===== src/clnws_pkg.sv =====
// Types, codes and the microcode ROM of the character LCD nibble write sequencer.
`timescale 1ns / 1ps

package clnws_pkg;

    // Request codes carried on the slave-side tuser.
    typedef enum logic [2:0] {
        FUNC_COMMAND   = 3'd0,
        FUNC_DATA      = 3'd1,
        FUNC_CURSOR    = 3'd2,
        FUNC_INIT      = 3'd3,
        FUNC_CLEAR     = 3'd4,
        FUNC_SHIFT_R   = 3'd5,
        FUNC_SHIFT_L   = 3'd6,
        FUNC_UNDEFINED = 3'd7
    } t_func;

    // Configuration register indexes.
    typedef enum logic [2:0] {
        REG_ENABLE_HIGH = 3'd0,
        REG_ENABLE_LOW  = 3'd1,
        REG_COMMAND_GAP = 3'd2,
        REG_POWER_UP    = 3'd3
    } t_reg_index;

    // Where the nibble of a step comes from.
    typedef enum logic [1:0] {
        NIB_HI    = 2'd0,
        NIB_LO    = 2'd1,
        NIB_CONST = 2'd2
    } t_nib_sel;

    // Which hold time a step carries.
    typedef enum logic [1:0] {
        HOLD_HIGH     = 2'd0,
        HOLD_LOW      = 2'd1,
        HOLD_LOW_GAP  = 2'd2,
        HOLD_POWER_UP = 2'd3
    } t_hold_sel;

    typedef struct packed {
        logic [3:0] nib_const;
        t_nib_sel   nib_sel;
        logic       en;
        t_hold_sel  hold_sel;
        logic       last;
    } t_ucode;

    localparam int UC_DEPTH = 25;
    localparam int UC_AW    = 5;

    localparam logic [UC_AW-1:0] UC_BYTE_ENTRY = 5'd0;
    localparam logic [UC_AW-1:0] UC_INIT_ENTRY = 5'd4;
    localparam logic [UC_AW-1:0] UC_LAST_ADDR  = 5'd24;

    // Command bytes of the canned requests and the cursor row bases.
    localparam logic [7:0] CMD_CLEAR    = 8'h01;
    localparam logic [7:0] CMD_SHIFT_R  = 8'h1C;
    localparam logic [7:0] CMD_SHIFT_L  = 8'h18;
    localparam logic [7:0] ROW0_BASE    = 8'h80;
    localparam logic [7:0] ROW1_BASE    = 8'hC0;

    // Program: one byte (four steps), then init: power-up wait and
    // commands 0x02, 0x28, 0x0C, 0x06, 0x01.
    localparam t_ucode UCODE [UC_DEPTH] = '{
        '{4'h0, NIB_HI,    1'b1, HOLD_HIGH,     1'b0},
        '{4'h0, NIB_HI,    1'b0, HOLD_LOW,      1'b0},
        '{4'h0, NIB_LO,    1'b1, HOLD_HIGH,     1'b0},
        '{4'h0, NIB_LO,    1'b0, HOLD_LOW,      1'b1},
        '{4'h0, NIB_CONST, 1'b0, HOLD_POWER_UP, 1'b0},
        '{4'h0, NIB_CONST, 1'b1, HOLD_HIGH,     1'b0},
        '{4'h0, NIB_CONST, 1'b0, HOLD_LOW,      1'b0},
        '{4'h2, NIB_CONST, 1'b1, HOLD_HIGH,     1'b0},
        '{4'h2, NIB_CONST, 1'b0, HOLD_LOW_GAP,  1'b0},
        '{4'h2, NIB_CONST, 1'b1, HOLD_HIGH,     1'b0},
        '{4'h2, NIB_CONST, 1'b0, HOLD_LOW,      1'b0},
        '{4'h8, NIB_CONST, 1'b1, HOLD_HIGH,     1'b0},
        '{4'h8, NIB_CONST, 1'b0, HOLD_LOW_GAP,  1'b0},
        '{4'h0, NIB_CONST, 1'b1, HOLD_HIGH,     1'b0},
        '{4'h0, NIB_CONST, 1'b0, HOLD_LOW,      1'b0},
        '{4'hC, NIB_CONST, 1'b1, HOLD_HIGH,     1'b0},
        '{4'hC, NIB_CONST, 1'b0, HOLD_LOW_GAP,  1'b0},
        '{4'h0, NIB_CONST, 1'b1, HOLD_HIGH,     1'b0},
        '{4'h0, NIB_CONST, 1'b0, HOLD_LOW,      1'b0},
        '{4'h6, NIB_CONST, 1'b1, HOLD_HIGH,     1'b0},
        '{4'h6, NIB_CONST, 1'b0, HOLD_LOW_GAP,  1'b0},
        '{4'h0, NIB_CONST, 1'b1, HOLD_HIGH,     1'b0},
        '{4'h0, NIB_CONST, 1'b0, HOLD_LOW,      1'b0},
        '{4'h1, NIB_CONST, 1'b1, HOLD_HIGH,     1'b0},
        '{4'h1, NIB_CONST, 1'b0, HOLD_LOW_GAP,  1'b1}
    };

    // Sequencer states, one-hot.
    typedef enum logic [1:0] {
        ST_IDLE = 2'b01,
        ST_RUN  = 2'b10
    } t_state;

endpackage


===== src/char_lcd_nibble_write_sequencer_core.sv =====
// Top level: microcoded sequencer that expands LCD requests into 4-bit bus pin steps.
`timescale 1ns / 1ps
// A request is registered in the sequencer, each pin step in the output register.
// The single microcode step counter issues one pin step per cycle while the
// master side takes beats. A byte request holds the sequencer for its accept and
// four steps, init for its accept and 21 steps, code 7 for its accept alone.
// Reset (synchronous, active low) returns the sequencer to idle, empties the output register
// and loads the timing registers with 100, 100, 1000 and 100000 us.

module char_lcd_nibble_write_sequencer_core (
    input  logic        i_clk,
    input  logic        i_rst_n,
    // request side
    input  logic        s_axis_tvalid,
    output logic        s_axis_tready,
    input  logic [15:0] s_axis_tdata,   // [7:0] byte_value, [8] row, [14:9] column, [15] zero
    input  logic [2:0]  s_axis_tuser,   // [2:0] func
    // pin step side
    output logic        m_axis_tvalid,
    input  logic        m_axis_tready,
    output logic [31:0] m_axis_tdata,   // [0] read_write, [4:1] data_nibble, [5] enable,
                                        // [25:6] hold_us, [31:26] zero
    output logic        m_axis_tuser,   // [0] reg_select
    output logic        m_axis_tlast,   // last step of the request
    // configuration write channel
    input  logic        i_cfg_valid,
    output logic        o_cfg_ready,
    input  logic [2:0]  i_cfg_index,
    input  logic [19:0] i_cfg_data
);

    // ------------------------------------------------------------------
    // Timing registers
    // ------------------------------------------------------------------
    logic [15:0] r_enable_high_us;
    logic [15:0] r_enable_low_us;
    logic [15:0] r_command_gap_us;
    logic [19:0] r_power_up_us;

    assign o_cfg_ready = 1'b1;

    always_ff @(posedge i_clk) begin
        if (!i_rst_n) begin
            r_enable_high_us <= 16'd100;
            r_enable_low_us  <= 16'd100;
            r_command_gap_us <= 16'd1000;
            r_power_up_us    <= 20'd100000;
        end else if (i_cfg_valid) begin
            // indexes past the list are dropped
            unique case (i_cfg_index)
                clnws_pkg::REG_ENABLE_HIGH: r_enable_high_us <= i_cfg_data[15:0];
                clnws_pkg::REG_ENABLE_LOW:  r_enable_low_us  <= i_cfg_data[15:0];
                clnws_pkg::REG_COMMAND_GAP: r_command_gap_us <= i_cfg_data[15:0];
                clnws_pkg::REG_POWER_UP:    r_power_up_us    <= i_cfg_data;
                default: ;
            endcase
        end
    end

    // ------------------------------------------------------------------
    // Request decode: pick the byte, register select and program entry
    // ------------------------------------------------------------------
    logic [7:0] w_byte_value;
    logic       w_row;
    logic [5:0] w_column;
    logic [2:0] w_func;
    logic       w_accept;

    assign w_byte_value = s_axis_tdata[7:0];
    assign w_row        = s_axis_tdata[8];
    assign w_column     = s_axis_tdata[14:9];
    assign w_func       = s_axis_tuser;

    clnws_pkg::t_state          r_state, n_state;
    logic [clnws_pkg::UC_AW-1:0] r_pc, n_pc;
    logic [7:0]                 r_byte, n_byte;
    logic                       r_rs, n_rs;

    assign s_axis_tready = (r_state == clnws_pkg::ST_IDLE);
    assign w_accept      = s_axis_tvalid && s_axis_tready;

    // ------------------------------------------------------------------
    // Output register and step issue
    // ------------------------------------------------------------------
    logic        r_out_valid;
    logic        r_out_rs;
    logic [3:0]  r_out_nib;
    logic        r_out_en;
    logic [19:0] r_out_hold;
    logic        r_out_last;

    clnws_pkg::t_ucode w_uc;
    logic              w_issue;
    logic [3:0]        w_nib;
    logic [19:0]       w_hold;
    logic [16:0]       w_low_gap;

    assign w_uc      = clnws_pkg::UCODE[r_pc];
    // advance only when the output register is free or being emptied
    assign w_issue   = (r_state == clnws_pkg::ST_RUN) && (!r_out_valid || m_axis_tready);
    assign w_low_gap = {1'b0, r_enable_low_us} + {1'b0, r_command_gap_us};

    always_comb begin
        case (w_uc.nib_sel)
            clnws_pkg::NIB_HI: w_nib = r_byte[7:4];
            clnws_pkg::NIB_LO: w_nib = r_byte[3:0];
            default:           w_nib = w_uc.nib_const;
        endcase
    end

    always_comb begin
        case (w_uc.hold_sel)
            clnws_pkg::HOLD_HIGH:    w_hold = {4'd0, r_enable_high_us};
            clnws_pkg::HOLD_LOW:     w_hold = {4'd0, r_enable_low_us};
            clnws_pkg::HOLD_LOW_GAP: w_hold = {3'd0, w_low_gap};
            default:                 w_hold = r_power_up_us;
        endcase
    end

    // ------------------------------------------------------------------
    // Sequencer control
    // ------------------------------------------------------------------
    always_comb begin
        n_state = r_state;
        n_pc    = r_pc;
        n_byte  = r_byte;
        n_rs    = r_rs;
        unique case (r_state)
            clnws_pkg::ST_IDLE: begin
                if (w_accept) begin
                    n_pc    = clnws_pkg::UC_BYTE_ENTRY;
                    n_rs    = 1'b0;
                    n_state = clnws_pkg::ST_RUN;
                    case (w_func)
                        clnws_pkg::FUNC_COMMAND: n_byte = w_byte_value;
                        clnws_pkg::FUNC_DATA: begin
                            n_byte = w_byte_value;
                            n_rs   = 1'b1;
                        end
                        clnws_pkg::FUNC_CURSOR:
                            n_byte = (w_row ? clnws_pkg::ROW1_BASE : clnws_pkg::ROW0_BASE)
                                     + {2'd0, w_column};
                        clnws_pkg::FUNC_INIT:    n_pc   = clnws_pkg::UC_INIT_ENTRY;
                        clnws_pkg::FUNC_CLEAR:   n_byte = clnws_pkg::CMD_CLEAR;
                        clnws_pkg::FUNC_SHIFT_R: n_byte = clnws_pkg::CMD_SHIFT_R;
                        clnws_pkg::FUNC_SHIFT_L: n_byte = clnws_pkg::CMD_SHIFT_L;
                        // undefined code: swallow the beat, no steps
                        default:                 n_state = clnws_pkg::ST_IDLE;
                    endcase
                end
            end
            clnws_pkg::ST_RUN: begin
                if (w_issue) begin
                    // the last flag of the control word ends the program
                    if (w_uc.last) begin
                        n_state = clnws_pkg::ST_IDLE;
                    end else begin
                        n_pc = r_pc + 1'b1;
                    end
                end
            end
            default: n_state = clnws_pkg::ST_IDLE;
        endcase
    end

    always_ff @(posedge i_clk) begin
        if (!i_rst_n) begin
            r_state     <= clnws_pkg::ST_IDLE;
            r_pc        <= clnws_pkg::UC_BYTE_ENTRY;
            r_out_valid <= 1'b0;
        end else begin
            r_state <= n_state;
            r_pc    <= n_pc;
            if (w_issue) begin
                r_out_valid <= 1'b1;
            end else if (m_axis_tready) begin
                r_out_valid <= 1'b0;
            end
        end
    end

    // payload: no reset needed
    always_ff @(posedge i_clk) begin
        r_byte <= n_byte;
        r_rs   <= n_rs;
        if (w_issue) begin
            r_out_rs   <= r_rs && (w_uc.nib_sel != clnws_pkg::NIB_CONST);
            r_out_nib  <= w_nib;
            r_out_en   <= w_uc.en;
            r_out_hold <= w_hold;
            r_out_last <= w_uc.last;
        end
    end

    assign m_axis_tvalid = r_out_valid;
    assign m_axis_tdata  = {6'd0, r_out_hold, r_out_en, r_out_nib, 1'b0};
    assign m_axis_tuser  = r_out_rs;
    assign m_axis_tlast  = r_out_last;

`ifndef SYNTHESIS
    // init request starts the program at the power-up wait step
    a_init_entry: assert property (@(posedge i_clk) disable iff (!i_rst_n)
        (w_accept && (w_func == clnws_pkg::FUNC_INIT))
        |=> (r_state == clnws_pkg::ST_RUN) && (r_pc == clnws_pkg::UC_INIT_ENTRY))
        else $error("init request did not enter the init program");

    // the step counter never runs past the end of the program
    a_pc_range: assert property (@(posedge i_clk) disable iff (!i_rst_n)
        (r_state == clnws_pkg::ST_RUN) |-> (r_pc <= clnws_pkg::UC_LAST_ADDR))
        else $error("step counter ran past the program");

    // issuing the final word returns the sequencer to idle with tlast shown
    a_last_idle: assert property (@(posedge i_clk) disable iff (!i_rst_n)
        (w_issue && w_uc.last)
        |=> (r_state == clnws_pkg::ST_IDLE) && m_axis_tvalid && m_axis_tlast)
        else $error("final step did not end the request");

    // a new request is never taken while a program is running
    a_no_overlap: assert property (@(posedge i_clk) disable iff (!i_rst_n)
        (r_state == clnws_pkg::ST_RUN) |-> !w_accept)
        else $error("request accepted during a running program");
`endif

endmodule


===== config.mk =====
export PLATFORM = sky130hd
export DESIGN_NAME = char_lcd_nibble_write_sequencer_core
export DESIGN_NICKNAME = d
export VERILOG_FILES = /design/src/clnws_pkg.sv /design/src/char_lcd_nibble_write_sequencer_core.sv
export SDC_FILE = /design/constraint.sdc
export NUM_CORES = 1
export LEC_CHECK = 0
export BUFFER_PORTS_ARGS = -buffer_cell sky130_fd_sc_hd__buf_2
export CAP_MARGIN = 10
export CORE_MARGIN = 4
export CORE_UTILIZATION = 35
export DETAILED_ROUTE_END_ITERATION = 8
export MAX_ROUTING_LAYER = met4
export PLACE_DENSITY_LB_ADDON = 0.1
export SLEW_MARGIN = 40
export SYNTH_ARGS = -nofsm -noshare
export SYNTH_HDL_FRONTEND = slang
export SYNTH_SLANG_ARGS = --single-unit

===== constraint.sdc =====
create_clock -name i_clk -period 2.68 [get_ports i_clk]
set_input_delay 0.134 -clock i_clk [delete_from_list [all_inputs] [get_ports i_clk]]
set_output_delay 0.134 -clock i_clk [all_outputs]
set_load 0.01 [all_outputs]

After elaboration in Yosys (flattened, before gate mapping) --
Memories as Yosys holds them, arrays and structs flattened. Index checks and enable logic that the tools add are counted.
Operators by class: $add $sub $neg 3, magnitude comparators 1, eq/ne operators 19, muxes and demuxes 19, bitwise gates (word level) 1, reductions and logical operators 22
Operators with widths (number):
- case mux 20 bit (3 select lines) | 1
- case mux 8 bit (5 select lines) | 1
- two-way mux 10 bit | 2
- adder 16 x 16 -> 17 bit | 1
- two-way mux 5 bit | 3
- equality test 3 x 2 -> 1 bit, second input constant | 4
- case mux 5 bit (2 select lines) | 1
- AND reduction 2 bit | 5
- equality test 3 bit, second input constant | 3
- adder 8 x 6 -> 8 bit | 1
- two-way mux 2 bit | 4
- inequality test 2 bit, second input constant | 4
- case mux 4 bit (2 select lines) | 1
- two-way mux 7 bit | 1
- OR reduction 7 bit | 1
- equality test 2 x 1 -> 1 bit, second input constant | 3
- equality test 3 x 1 -> 1 bit, second input constant | 2
- >= comparator 6 bit, second input constant | 1
- logical NOT 3 bit | 2
- inverter 5 -> 6 bit | 1
- AND reduction 3 bit | 2
- adder 5 x 1 -> 5 bit, second input constant | 1
- nonzero test 5 bit | 1
- equality test 2 bit, second input constant | 2
- 11 further kinds | 17
Storage, ports and cells: register bits 112, memory bits (read-only) 320, output and inout port bits 37, logic and storage cells 80, memories 1
Memories:
- (no name shown) | depth 32, width 10, read ports 1, clocked after Yosys merged registers in 0, wr ports 0, line char_lcd_nibble_write_sequencer_core.sv:98 | assign w_uc = clnws_pkg::UCODE[r_pc];

Logic depth before layout (Yosys ltp) --
depth after elaboration 7, mapped depth 11, mapped depth without buffers 9

Worst setup path before layout --
OpenSTA, ideal clock, no wires.
path kind reg2reg, start register r_enable_low_us[0], end register r_out_hold[12], data pin, setup time 0.272 ns, arrival 2.070 ns, required time 2.408 ns, setup slack 0.338 ns, stages on the path, launching flop included 10, buffers on the path 0, path through dfxtp_1 > ha_1 > inv_1 > fa_1 > nor2b_1 > o21bai_2 > a21oi_2 > o31ai_4 > xnor2_1 > mux4_2
Between the ends: word-level cells in the longest chain between the ends 2
RTL lines:
- from (decl) | line char_lcd_nibble_write_sequencer_core.sv:36 | logic [15:0] r_enable_low_us;
- from (signal assigned) | line char_lcd_nibble_write_sequencer_core.sv:52 | clnws_pkg::REG_ENABLE_LOW: r_enable_low_us <= i_cfg_data[15:0];
- adder 16 x 16 -> 17 bit | line char_lcd_nibble_write_sequencer_core.sv:101 | assign w_low_gap = {1'b0, r_enable_low_us} + {1'b0, r_command_gap_us};
- case mux 20 bit (3 select lines) | line char_lcd_nibble_write_sequencer_core.sv:112 | case (w_uc.hold_sel)
- net w_hold[12] | line char_lcd_nibble_write_sequencer_core.sv:95 | logic [19:0] w_hold;
- to (signal assigned) | line char_lcd_nibble_write_sequencer_core.sv:190 | r_out_hold <= w_hold;
- to (decl) | line char_lcd_nibble_write_sequencer_core.sv:89 | logic [19:0] r_out_hold;
The timed path passes the listed nets, and every way through them passes these cells. A chain may end at the register's enable or synchronous reset.

Final worst setup path --
Ends and elaborated chain as after synthesis.

==> results.toml <==
[layout]
multi_input_area_sq_mm = 0.00294
diodes = 0
post-route-util = 0.415
final_common_cell = "nand2_1"
drive_gt1_frac = 0.179
final_cells = 935
area_growth_syn_to_layout_pct = 15.2
stdcell_area_sq_mm = 0.00666
fillCellCount = 1637
nNetsFinal = 784
seqCellArea_sq_mm = 0.00260
mostFrequentLayoutCells = "nand2_1 (184), dfxtp_1 (76), buf_2 (74)"

[global_route]
antenna_found_initial = 0
grt_pass1_wl_mm = 24.2
grt_pass1_vias = 4626
overflow = 0
grt_max_degree = 38
grt_usage = 0.171

[hold_path]
holdPathEnd = "r_power_up_us[18]"
hold_start = "i_cfg_data[18]"
hold_class = "primary input to flip-flop"
holdPathStages = 3

[clocking]
clock_sinks = 112
clk_latency_ps = 360
cts_tree = "yes"
cts-root-buf = "clkbuf_16"
cts_max_level = 3
cts_buffer_depth = 2
cts_setup_buffers = 0
path_clk_slew_ps = 70
cts-buffers-inserted = 9

[placement]
dp.cells = 918
gp_congestion = 0.885
place_area_sq_mm = 0.00635
dpl.hpwl_mm = 10.5
portBuffers = 74
dp_slack_ps = 80.7

[drt]
wl_per_cell_um = 16.2
wl_mm = 15.1
first_iter_violations = 354
vias = 4782
drc = 0
first_pass_iters = 5
viasPerCell = 5.11
postRouteAntennaNets = 0

[timing]
whs_ps = 12.4
post-route-period-util = 0.934
setup_ws_ps = 177
worst_pin_slew_ps = 796
setup_viol = 0
rsz0062_at_grt = "false"
drv_slew = 0
finalClockSkew_ps = 7.90
fmax_ghz = 0.400
setup_tns_ps = 0
max-slew-margin-rel = 0.468
min_period_ps = 2500
hold_violations = 0

[floorplanning]
core_sq_mm = 0.0161
initial_core_util = 0.360
dieArea_sq_mm = 0.0186
fp.dieH_um = 137
die_w_um = 137
core.rowCount = 46
ios = 84

[synthesis]
post_synth.cell_area_avg_sq_um = 8.85
synth-seq-area-share = 0.450
synth_ff_type = "dfxtp_1"
mappedNetlistArea_sq_mm = 0.00578
yosysTopAreaCellShare = 0.263
async_flop_share = 0
ys_ff_latch = 112
synth_warnings = 0
netlist_instances = 653
synth_edf_count = 36
yosys.area.top_type = "dfxtp_1"
synthTopCellsByArea = "dfxtp_1 (26%), edfxtp_1 (19%), nand2_1 (12%)"
yosysUniqueCellTypes = 61

[critical_path]
worstSetupEndpointType = "flip-flop"
reg2reg_to = "r_out_hold[12]"
startpoint_type = "flip-flop"
worstSetupPathType = "flip-flop to flip-flop"
cp.arrival_ps = 2600
required_ps = 2780
worstRegToRegCells = 9
rrSetupSlack_ps = 180
r2r_start = "r_enable_low_us[0]"
cp_max_fo = 3

[power]
p_total_mw = 3.70
ir_worst_vdd_uv = 314
power.density_mw_per_mm2 = 555
leakage_nw = 2.62

[status]
status = "finished, final reports clean"

[flow_run]
cap_violations = 0
sequential cells by signal, summed over array words and instances, names as in the netlist, 2 cells and up:
register,flops
r_command_gap_us,16
r_enable_high_us,16
r_byte,8
r_state,2
r_out_hold,20
r_enable_low_us,16
r_out_nib,4
r_pc,5
r_power_up_us,20
metal layers:
metal | global-route usage | part of all wire | up-vias
li1 | - | - | 2362
met1 | 0.234 | 0.48 | 2255
met2 | 0.260 | 0.44 | 150
met3 | 0.0268 | 0.057 | 15
met4 | 0.0582 | 0.015 | 0
met5 | - | 0 | -
cell type report:
class,count,share of cell area
clock buffer,13,0.0394
clock inverter,3,0.00338
inverter,14,0.00789
multi-input combinational,485,0.442
sequential,112,0.391
tap,216,0.0406
timing repair buffer,92,0.0763
cells by family (layout without fill, tap and decap cells):
group           after synthesis  in the layout  synth area share
mux                          15             15            0.0459
fa+ha+maj                    23             23            0.0511
buf+inv                      62            122            0.0483
other cells                   2              8           0.00130
simple gates                277            277             0.204
xor+xnor                     13             13            0.0197
flops                       112            112             0.450
compound gates              149            149             0.180
critical path: stages, from the launching register on:
cell,delay (ps)
dfxtp_1,380
ha_1,200
inv_1,60
fa_1,410
nor2b_2,170
o21bai_2,120
a21oi_4,230
o31ai_4,100
xnor2_1,130
mux4_2,450
worst max-delay path by stage:
stage,startpoint,endpoint,slack (ps),cells past startpoint
6_report,r_enable_low_us[0],r_out_hold[12],180,9
5_1_grt,r_enable_low_us[0],r_out_hold[10],10,9
4_1_cts,r_enable_low_us[0],r_out_hold[12],60,9
3_5_place_dp,r_enable_low_us[0],r_out_hold[10],80,9
3_3_place_gp,r_enable_low_us[0],r_out_hold[12],130,9
2_1_floorplan,r_enable_low_us[0],r_out_hold[12],340,9
timing repair:
| item | CTS | global route |
|---|---|---|
| endpoints found under the setup margin | 0 | 3 |
| hold endpoints to repair | 1 | 0 |
| gates resized for setup | 0 | 2 |
| hold buffers | 1 | 0 |
power by group:
group	switching, mW	internal, mW	leakage, nW
combinational	0.318	0.213	1.52
sequential	0.0254	1.81	0.959
clock	0.632	0.698	0.139
cell usage after synthesis (6+ instances only):
cell type,number
xor2_1,6
a21boi_0,33
o21ai_0,19
a21oi_1,27
ha_1,22
nor2_1,25
xnor2_1,7
edfxtp_1,36
o21ai_1,6
buf_2,7
nor2b_1,11
inv_1,13
and3_1,8
nand3_1,24
clkbuf_1,30
dfxtp_1,76
mux4_2,9
nand2_1,184
a21boi_1,18
buf_4,10
(Power assumes the default switching activity.)
